$ cat config.mk
export PLATFORM = sky130hd
export DESIGN_NAME = frame_playback_sequencer_flat
export DESIGN_NICKNAME = d
export VERILOG_FILES = /design/src/rtl/fpseq_pkg.sv /design/src/rtl/fpseq_if.sv /design/src/rtl/frame_playback_sequencer.sv /design/src/rtl/fpseq_step_unit.sv /design/src/flat_wrapper.sv
export SDC_FILE = /design/constraint.sdc
export NUM_CORES = 1
export LEC_CHECK = 0
export ABC_AREA = 0
export BUFFER_PORTS_ARGS = -buffer_cell sky130_fd_sc_hd__buf_2
export CAP_MARGIN = 30
export CORE_MARGIN = 4
export CORE_UTILIZATION = 51
export CTS_BUF_LIST = sky130_fd_sc_hd__clkbuf_4 sky130_fd_sc_hd__clkbuf_8
export DETAILED_ROUTE_END_ITERATION = 12
export PLACE_DENSITY_LB_ADDON = 0.25
export RECOVER_POWER = 25
export SETUP_SLACK_MARGIN = 0.3
export SLEW_MARGIN = 20
export SYNTH_ARGS = -nofsm -noshare
export SYNTH_HDL_FRONTEND = slang
export SYNTH_SLANG_ARGS = --single-unit
$ cat constraint.sdc
create_clock -name clk_i -period 11.3 [get_ports clk_i]
set_input_delay 0.565 -clock clk_i [delete_from_list [all_inputs] [get_ports clk_i]]
set_output_delay 0.565 -clock clk_i [all_outputs]
set_load 0.05 [all_outputs]
$ cat src/rtl/fpseq_pkg.sv
// ----------------------------------------------------------------------------
// fpseq_pkg
// Shared types and constants of the frame playback sequencer.
// ----------------------------------------------------------------------------
package fpseq_pkg;

  localparam int unsigned MAX_FRAMES = 65536;
  localparam int unsigned MAX_SKIP   = 64;

  localparam int unsigned FRAME_W   = 16;  // current frame
  localparam int unsigned NFR_W     = 17;  // frame count register
  localparam int unsigned SKIP_W    = 7;   // frame skip register and step counter
  localparam int unsigned DELAY_W   = 16;
  localparam int unsigned ELAPSED_W = 17;
  localparam int unsigned STYLE_W   = 2;
  localparam int unsigned KIND_W    = 2;
  localparam int unsigned DIR_W     = 3;
  localparam int unsigned JUMP_W    = 17;
  localparam int unsigned CFG_IDX_W = 2;
  localparam int unsigned CFG_DATA_W = 17;

  // jump target code for the last frame; every other negative target means the first
  localparam logic signed [JUMP_W-1:0] JUMP_LAST = -17'sd2;

  typedef enum logic [DIR_W-1:0] {
    DIR_FORWARD = 3'd0,
    DIR_NEXT    = 3'd1,
    DIR_REVERSE = 3'd2,
    DIR_PREV    = 3'd3,
    DIR_PAUSE   = 3'd4
  } dir_e;

  typedef enum logic [STYLE_W-1:0] {
    STYLE_ONCE = 2'd0,
    STYLE_LOOP = 2'd1,
    STYLE_ROCK = 2'd2
  } style_e;

  typedef enum logic [KIND_W-1:0] {
    KIND_TICK = 2'd0,
    KIND_DIR  = 2'd1,
    KIND_JUMP = 2'd2
  } kind_e;

  typedef enum logic [CFG_IDX_W-1:0] {
    CFG_NUM_FRAMES  = 2'd0,
    CFG_FRAME_SKIP  = 2'd1,
    CFG_DELAY_TICKS = 2'd2,
    CFG_PLAY_STYLE  = 2'd3
  } cfg_idx_e;

  // playback position handed to and from the step unit
  typedef struct packed {
    logic [FRAME_W-1:0] frame;
    dir_e               dir;
  } play_pos_t;

endpackage

$ cat src/rtl/fpseq_if.sv
// ----------------------------------------------------------------------------
// fpseq interfaces
// Request and result channels of the frame playback sequencer.
// ----------------------------------------------------------------------------
interface fpseq_in_if import fpseq_pkg::*; ();
  logic                     valid;
  logic                     ready;
  logic [KIND_W-1:0]        kind;
  logic [DIR_W-1:0]         new_direction;
  logic signed [JUMP_W-1:0] jump_frame;

  modport source (output valid, kind, new_direction, jump_frame, input ready);
  modport sink   (input valid, kind, new_direction, jump_frame, output ready);
endinterface

interface fpseq_out_if import fpseq_pkg::*; ();
  logic               valid;
  logic               ready;
  logic [FRAME_W-1:0] frame_index;
  logic               frame_changed;
  logic [DIR_W-1:0]   direction_now;

  modport source (output valid, frame_index, frame_changed, direction_now, input ready);
  modport sink   (input valid, frame_index, frame_changed, direction_now, output ready);
endinterface

$ cat src/rtl/frame_playback_sequencer.sv
// ----------------------------------------------------------------------------
// frame_playback_sequencer
// Steps an animation frame index from tick, direction and jump requests.
// ----------------------------------------------------------------------------
// One result per request. A request is taken in S_IDLE and its result is
// written to the output register in S_PUSH once that register is free;
// direction, jump and non-firing tick requests go straight to S_PUSH. A
// firing tick first stays in S_STEP for frame_skip steps (taken as 1 when
// zero and at most 64), since a single step unit moves the frame by one
// position per cycle. A new request is taken as soon as the previous result
// sits in the output register, whether or not it has been collected yet.
module frame_playback_sequencer
  import fpseq_pkg::*;
(
  input  logic                  clk_i,
  input  logic                  rst_ni,
  input  logic                  cfg_we_i,
  input  logic [CFG_IDX_W-1:0]  cfg_idx_i,
  input  logic [CFG_DATA_W-1:0] cfg_data_i,
  fpseq_in_if.sink              in_i,
  fpseq_out_if.source           out_o
);

  typedef enum logic [1:0] {
    S_IDLE,
    S_STEP,
    S_PUSH
  } state_e;

  state_e              state_q, state_d;
  logic [NFR_W-1:0]    num_frames_q;
  logic [SKIP_W-1:0]   frame_skip_q;
  logic [DELAY_W-1:0]  delay_q;
  logic [STYLE_W-1:0]  style_q;

  play_pos_t           pos_q, pos_d;
  logic [ELAPSED_W-1:0] elapsed_q, elapsed_d;
  logic [SKIP_W-1:0]   steps_q, steps_d;
  logic                changed_q, changed_d;

  logic                out_valid_q, out_valid_d;
  logic [FRAME_W-1:0]  out_frame_q, out_frame_d;
  logic                out_changed_q, out_changed_d;
  logic [DIR_W-1:0]    out_dir_q, out_dir_d;

  logic [NFR_W-1:0]    used_n;
  logic [FRAME_W-1:0]  last_frame;
  logic [SKIP_W-1:0]   skip_eff;
  logic [ELAPSED_W-1:0] elapsed_inc;
  logic [FRAME_W-1:0]  jump_target;
  play_pos_t           step_pos;

  assign used_n = (num_frames_q > NFR_W'(MAX_FRAMES)) ? NFR_W'(MAX_FRAMES) : num_frames_q;
  assign last_frame = (used_n == '0) ? '0 : FRAME_W'(used_n - 1'b1);

  assign skip_eff = (frame_skip_q == '0) ? SKIP_W'(1) :
                    (frame_skip_q > SKIP_W'(MAX_SKIP)) ? SKIP_W'(MAX_SKIP) : frame_skip_q;

  assign elapsed_inc = (elapsed_q == '1) ? elapsed_q : elapsed_q + 1'b1;

  // first frame for every negative target but the last-frame code
  always_comb begin
    if (in_i.jump_frame == JUMP_LAST) begin
      jump_target = last_frame;
    end else if (in_i.jump_frame[JUMP_W-1]) begin
      jump_target = '0;
    end else if (in_i.jump_frame[FRAME_W-1:0] > last_frame) begin
      jump_target = last_frame;
    end else begin
      jump_target = in_i.jump_frame[FRAME_W-1:0];
    end
  end

  fpseq_step_unit u_step (
    .pos_i   (pos_q),
    .last_i  (last_frame),
    .style_i (style_q),
    .pos_o   (step_pos)
  );

  assign in_i.ready          = (state_q == S_IDLE);
  assign out_o.valid         = out_valid_q;
  assign out_o.frame_index   = out_frame_q;
  assign out_o.frame_changed = out_changed_q;
  assign out_o.direction_now = out_dir_q;

  always_comb begin
    state_d       = state_q;
    pos_d         = pos_q;
    elapsed_d     = elapsed_q;
    steps_d       = steps_q;
    changed_d     = changed_q;
    out_valid_d   = out_valid_q;
    out_frame_d   = out_frame_q;
    out_changed_d = out_changed_q;
    out_dir_d     = out_dir_q;

    if (out_valid_q && out_o.ready) begin
      out_valid_d = 1'b0;
    end

    case (state_q)
      S_IDLE: begin
        if (in_i.valid) begin
          state_d   = S_PUSH;
          changed_d = 1'b0;
          case (kind_e'(in_i.kind))
            KIND_TICK: begin
              elapsed_d = elapsed_inc;
              if (pos_q.dir != DIR_PAUSE && elapsed_inc > ELAPSED_W'(delay_q)) begin
                elapsed_d = '0;
                if (used_n >= NFR_W'(2)) begin
                  changed_d = 1'b1;
                  steps_d   = skip_eff;
                  state_d   = S_STEP;
                end
              end
            end
            KIND_DIR: begin
              if (in_i.new_direction <= DIR_PAUSE) begin
                pos_d.dir = dir_e'(in_i.new_direction);
              end
            end
            KIND_JUMP: pos_d.frame = jump_target;
            default: pos_d = pos_q;
          endcase
        end
      end
      S_STEP: begin
        pos_d   = step_pos;
        steps_d = steps_q - 1'b1;
        if (steps_q == SKIP_W'(1)) begin
          state_d = S_PUSH;
          // single-step directions stop after one firing, unless rock style turned them at an end
          if (step_pos.dir == DIR_NEXT || step_pos.dir == DIR_PREV) begin
            pos_d.dir = DIR_PAUSE;
          end
        end
      end
      S_PUSH: begin
        if (!out_valid_q || out_o.ready) begin
          out_valid_d   = 1'b1;
          out_frame_d   = pos_q.frame;
          out_changed_d = changed_q;
          out_dir_d     = pos_q.dir;
          state_d       = S_IDLE;
        end
      end
      default: state_d = S_IDLE;
    endcase
  end

  always_ff @(posedge clk_i or negedge rst_ni) begin
    if (!rst_ni) begin
      state_q       <= S_IDLE;
      pos_q.frame   <= '0;
      pos_q.dir     <= DIR_PAUSE;
      elapsed_q     <= '0;
      steps_q       <= '0;
      changed_q     <= 1'b0;
      out_valid_q   <= 1'b0;
      out_frame_q   <= '0;
      out_changed_q <= 1'b0;
      out_dir_q     <= '0;
    end else begin
      state_q       <= state_d;
      pos_q         <= pos_d;
      elapsed_q     <= elapsed_d;
      steps_q       <= steps_d;
      changed_q     <= changed_d;
      out_valid_q   <= out_valid_d;
      out_frame_q   <= out_frame_d;
      out_changed_q <= out_changed_d;
      out_dir_q     <= out_dir_d;
    end
  end

  // configuration registers
  always_ff @(posedge clk_i or negedge rst_ni) begin
    if (!rst_ni) begin
      num_frames_q <= '0;
      frame_skip_q <= SKIP_W'(1);
      delay_q      <= '0;
      style_q      <= STYLE_LOOP;
    end else if (cfg_we_i) begin
      case (cfg_idx_e'(cfg_idx_i))
        CFG_NUM_FRAMES:  num_frames_q <= cfg_data_i[NFR_W-1:0];
        CFG_FRAME_SKIP:  frame_skip_q <= cfg_data_i[SKIP_W-1:0];
        CFG_DELAY_TICKS: delay_q      <= cfg_data_i[DELAY_W-1:0];
        CFG_PLAY_STYLE:  style_q      <= cfg_data_i[STYLE_W-1:0];
        default:         style_q      <= style_q;
      endcase
    end
  end

endmodule

$ cat src/rtl/fpseq_step_unit.sv
// ----------------------------------------------------------------------------
// fpseq_step_unit
// One single-frame step: move forward or back, and handle the ends by style.
// ----------------------------------------------------------------------------
module fpseq_step_unit
  import fpseq_pkg::*;
(
  input  play_pos_t          pos_i,
  input  logic [FRAME_W-1:0] last_i,
  input  logic [STYLE_W-1:0] style_i,
  output play_pos_t          pos_o
);

  always_comb begin
    pos_o = pos_i;
    case (pos_i.dir)
      DIR_REVERSE, DIR_PREV: begin
        if (pos_i.frame == '0) begin
          case (style_e'(style_i))
            STYLE_LOOP: pos_o.frame = last_i;
            STYLE_ROCK: pos_o.dir   = DIR_FORWARD;
            STYLE_ONCE: pos_o.dir   = DIR_PAUSE;
            default:    pos_o = pos_i;
          endcase
        end else begin
          pos_o.frame = pos_i.frame - 1'b1;
        end
      end
      DIR_FORWARD, DIR_NEXT: begin
        // a frame beyond the count counts as the end
        if (pos_i.frame >= last_i) begin
          case (style_e'(style_i))
            STYLE_LOOP: pos_o.frame = '0;
            STYLE_ROCK: pos_o.dir   = DIR_REVERSE;
            STYLE_ONCE: pos_o.dir   = DIR_PAUSE;
            default:    pos_o = pos_i;
          endcase
        end else begin
          pos_o.frame = pos_i.frame + 1'b1;
        end
      end
      default: pos_o = pos_i;
    endcase
  end

endmodule
$ cat src/flat_wrapper.sv
// flat-port wrapper written by rule: the top's interface ports become plain ports
module frame_playback_sequencer_flat import fpseq_pkg::*;
  (clk_i, rst_ni, cfg_we_i, cfg_idx_i, cfg_data_i, in_i_valid, in_i_kind, in_i_new_direction, in_i_jump_frame, in_i_ready, out_o_valid, out_o_frame_index, out_o_frame_changed, out_o_direction_now, out_o_ready);
  fpseq_in_if in_i_i ();
  fpseq_out_if out_o_i ();
  input  logic clk_i;
  input  logic rst_ni;
  input  logic cfg_we_i;
  input  logic [CFG_IDX_W-1:0] cfg_idx_i;
  input  logic [CFG_DATA_W-1:0] cfg_data_i;
  input wire logic [$bits(in_i_i.valid)-1:0] in_i_valid;
  input wire logic [$bits(in_i_i.kind)-1:0] in_i_kind;
  input wire logic [$bits(in_i_i.new_direction)-1:0] in_i_new_direction;
  input wire logic [$bits(in_i_i.jump_frame)-1:0] in_i_jump_frame;
  output wire logic [$bits(in_i_i.ready)-1:0] in_i_ready;
  output wire logic [$bits(out_o_i.valid)-1:0] out_o_valid;
  output wire logic [$bits(out_o_i.frame_index)-1:0] out_o_frame_index;
  output wire logic [$bits(out_o_i.frame_changed)-1:0] out_o_frame_changed;
  output wire logic [$bits(out_o_i.direction_now)-1:0] out_o_direction_now;
  input wire logic [$bits(out_o_i.ready)-1:0] out_o_ready;
  assign in_i_i.valid = in_i_valid;
  assign in_i_i.kind = in_i_kind;
  assign in_i_i.new_direction = in_i_new_direction;
  assign in_i_i.jump_frame = in_i_jump_frame;
  assign in_i_ready = in_i_i.ready;
  assign out_o_valid = out_o_i.valid;
  assign out_o_frame_index = out_o_i.frame_index;
  assign out_o_frame_changed = out_o_i.frame_changed;
  assign out_o_direction_now = out_o_i.direction_now;
  assign out_o_i.ready = out_o_ready;
  frame_playback_sequencer u_core (.clk_i(clk_i), .rst_ni(rst_ni), .cfg_we_i(cfg_we_i), .cfg_idx_i(cfg_idx_i), .cfg_data_i(cfg_data_i), .in_i(in_i_i), .out_o(out_o_i));
endmodule
==> results.env <==
RUN_STATUS='finished, violations left'
FAILED_CHECKS='max-capacitance violations, max-slew violations'
TIMING.RR.START='u_core.num_frames_q[16]'
IO_BUFFERS=67
POST-SYNTH-TOP-AREA-CELL='dfrtp_1'
FF2FF_SETUP_SLACK_NS=6.05
GRT_MAX_DEGREE=41
FINAL-HOLD-VIOLATION-COUNT=0
YOSYS_MOST_USED_DFF='dfrtp_1'
SYNTHESIZED_FLOP_AND_LATCH_TOTAL=109
ROUTED-VIA-COUNT=6983
DRV.MAX_CAP_VIOLATION_COUNT=2
POST_LAYOUT_INST_AREA_MM2=0.00861
INTERNAL_POWER_W=0.000948
POSTSYNTHNETCOUNT=981
TOTAL_NUMBER_OF_CLOCK_TREE_SINKS=109
FINAL.PERIOD_UTILIZATION_PCT=46.5
WIRELENGTH_MM=21.2
FINALSETUPVIOLATIONS=0
LEAKAGEPOWER_nW=3.84
DIE-WIDTH_UM=133
DESIGN.PORTCOUNT=68
ROUTED_VIA_DENSITY=6.16
CTS_MAX_PATH_BUFFERS=2
N_FILL_CELL=1389
FF_TO_FF_PATH_DEPTH=15
SWITCHINGPOWER_W=0.000883
PERIOD_MINUS_SLACK_NS=5.25
FMAXACHIEVABLE_GHz=0.190
GRT_USAGE_PCT=24.0
DRTPASS1ITERATIONS=5
ANTENNA_VIOLATIONS_BEFORE_REPAIR=0
MIN_DELAY_WORST_ENDPOINT='u_core.num_frames_q[16]'
SYNTH_CELLS=879
FINISH.NET_COUNT=1020
CRITPATHMAXSTAGEDELAY_NS=0.66
NUMBER_OF_CTS_INSERTED_BUFFERS=9
CP_CELL_SEQUENCE='clkinv_1, nand2_1, ha_1, nor2b_1, nand3_1, nand2_1, ha_1, a211oi_1, nand3_1, a21oi_1, o211ai_1, o311ai_0, a221oi_2, a221oi_1, a22o_1'
SLOWEST_CELL_ON_THE_CRITICAL_PATH='dfrtp_1'
POSTCTSSETUPBUFFERS=0
CP.ARRIVAL_NS=5.60
WORSTHOLDPATHTYPE='primary input to register'
AVGSYNTHCELLAREA_UM2=9.04
PLACE.GP.CONGESTION=0.918
YOSYSSEQAREASHARE_PCT=34.4
CTS.HOLD.BUFFERS_ADDED=0
ANTENNA_CELLS=0
NETLIST_AREA_MM2=0.00795
CELL_VARIETY_AFTER_SYNTH=82
CTSROOTBUFFERMASTER='clkbuf_8'
GRT_PASS1_VIAS=6523
YOSYS-TOP-CELLS-COUNT='dfrtp_1, nand2_1, mux2_2'
POST_DRT_WL_PER_CELL_UM=18.7
CLOCK_PIN_SLEW_REPORTED_FOR_THE_WORST_SETUP_AND_HOLD_PATHS_AFTER_CLOCK_TREE_SYNTHESIS_NS=0.11
CLOCK_LATENCY_NS=0.40
FRACTION_OF_FINAL_LAYOUT_CELLS_WITH_DRIVE_STRENGTH_GREATER_THAN_1_PCT=18.9
START_UTIL_PCT=52.1
DRT_FIRST_ITER_VIOLATIONS=586
DP.FINAL_HPWL_MM=16.2
CLOCK_TREE.HTREE_LEVEL_COUNT=3
PWR-SHARE-COMB_PCT=48.6
HOLD_PATH_STARTPOINT='cfg_data_i[16]'
POWER_DENSITY_OF_THE_PLACED_CELLS_mW_PER_MM2=213
PLACEMENT_ROWS=45
POWER_SWITCHING_SHARE_PCT=48.2
POST_SYNTH_MAIN_AREA_CONTRIBUTORS='dfrtp_1, ha_1, mux2_2, nand2_1, o21ai_0'
DIE-HEIGHT_UM=133
CRIT_PATH_CAPTURE_TYPE='register'
MAX_SLEW.WORST_PIN.SLEW_NS=2.18
SHARE_OF_YOSYS_CELL_AREA_CLAIMED_BY_THE_TOP_AREA_CELL_TYPE_PCT=33.4
VDD_IR_DROP_MAX_uV=118
TRITONCTS_CLOCK_TREE='done'
CRIT_PATH_START_KIND='register'
CLOCK_POWER_SHARE_PCT=13.3
AREA_DELTA_SYNTH_FINAL_PCT=8.31
WORSTREG2REGEND='u_core.pos_q[6]'
GRT_FIRST_PASS_WIRELENGTH_MM=34.4
CRIT_TYPE='register to register'
DRC=0
CRITICAL_PATH_REQUIRED_NS=11.65
COREAREA_MM2=0.0153
DIE_AREA_MM2=0.0176
SEQPWRFRAC_PCT=38.1
FINAL_SUM_OF_NEGATIVE_SETUP_SLACK_NS=0
HOLD_DEPTH=3
GRT_OVERFLOW=0
FINCLKSKEW_NS=0.00872
SYNTH_ENABLE_FLOP_CELLS=0
SLEW_VIOL_FINAL=72
MAX_SLEW_MARGIN_PCT=-45.0
ASYNCSETRESETFLOPFRACSYNTH_PCT=100
LEADING_CELL_TYPE_BY_NUMBER_OF_INSTANCES_AFTER_SYNTHESIS='dfrtp_1'
UNREPAIRED_SETUP_ENDPOINTS_AFTER_GLOBAL_ROUTING='no'
CRITPATHMAXFANOUT=14
DRTANTENNAVIOLNETS=0
POSTPLACECELLAREA_MM2=0.00842
YS.WARNINGS.COUNT=0
POST_CTS_RESIZE_COUNT=0
==> worst max-delay path: cells and delay by family, from the launching register on <==
kind / cells / cell delay, ns
simple gates: 5 / 1.26
fa+ha+maj: 2 / 0.71
buf+inv: 1 / 0.37
compound gates: 7 / 2.17
flops: 1 / 0.66
==> power groups by stage <==
stage | Sequential, W | Combinational (W) | Clock (W)
3_3_place_gp | 0.000696 | 0.000869 | 0
6_report | 0.000698 | 0.000889 | 0.000244
5_1_grt | 0.000716 | 0.000985 | 0.000267
3_5_place_dp | 0.000698 | 0.000882 | 0
2_1_floorplan | 0.000711 | 0.000629 | 0
4_1_cts | 0.000691 | 0.000888 | 0.000253
==> routing by layer <==
metal,vias up,wire (um),track usage (%),part of all wire (%)
met5,-,0,0,0
met4,0,486,7.56,2.3
met3,40,1470,4.90,6.9
met2,251,9650,37.4,45
met1,3351,9610,33.7,45
li1,3341,-,-,-
==> layout make-up <==
type,count,area [um2],share of cell area (%)
well taps,211,264,3.07
inverters,38,143,1.66
clock inverters,6,60.1,0.698
multi-input cells,686,4880,56.7
repair buffers,74,394,4.58
flip-flops and latches,109,2730,31.7
clock buffers,10,138,1.60
==> how the worst max path moves through the flow <==
stage / from / end / slack (ns) / cells after the start
2_1_floorplan: u_core.num_frames_q[16] / u_core.pos_q[18] / 7.23 / 19
3_3_place_gp: u_core.num_frames_q[16] / u_core.pos_q[6] / 6.34 / 14
3_5_place_dp: u_core.num_frames_q[16] / u_core.pos_q[6] / 6.20 / 15
4_1_cts: u_core.num_frames_q[16] / u_core.pos_q[6] / 6.10 / 15
5_1_grt: u_core.num_frames_q[16] / u_core.pos_q[6] / 5.50 / 15
6_report: u_core.num_frames_q[16] / u_core.pos_q[6] / 6.05 / 15
==> layout by cell type (no fill, tap or decap), drive strengths merged, types with 6 or more instances in the layout <==
master    n
a211oi   11
nor2b    12
mux2i     6
a21oi    37
nand2    98
buf      70
xnor2    15
o31ai    14
nor3     29
and3     15
inv      42
o221ai    6
a21o      7
nor4     11
or3       8
nand3    31
a22oi     6
o21ai    55
a221oi   14
dfrtp   106
nand2b   11
nor2     58
a31oi    10
o21a      6
xor2     14
ha       56
mux2     60
clkbuf   14
nand4    15
and2      7
==> registers in the layout, summed over array words and instances, names as in the netlist, 2 cells and up <==
signal                      flops
u_core.pos_q                   19
u_core.elapsed_q               17
u_core.num_frames_q            17
u_core.delay_q                 16
u_core.out_o.frame_index       16
u_core.frame_skip_q             7
u_core.steps_q                  7
u_core.out_o.direction_now      3
u_core.state_q                  2
u_core.style_q                  2
==> cell families after synthesis <==
kind of cell               after synthesis  synth area share, %
muxes                                   66                 9.26
AOI/OAI and AO/OA                      219                 19.4
DFF                                    109                 34.4
adders and majority gates               56                 8.82
xor gates and xnor gates                29                 3.20
and+or+nand+nor                        316                 20.6
buffers and inverters                   84                 4.34
==> per-stage QoR <==
step           util (%)  setup WS, ns  std cells  total power, W  hold WS, ns
2_1_floorplan         -          7.23        879         0.00134        0.269
3_3_place_gp       55.0          6.34       1116         0.00157        0.458
3_5_place_dp       55.2          6.20       1118         0.00158        0.465
4_1_cts            56.5          6.10       1134         0.00183       0.0793
5_1_grt            56.4          5.50       1134         0.00197        0.390
6_report           56.4          6.05       1134         0.00183        0.369
No activity file was read; power rests on OpenSTA's default activity.
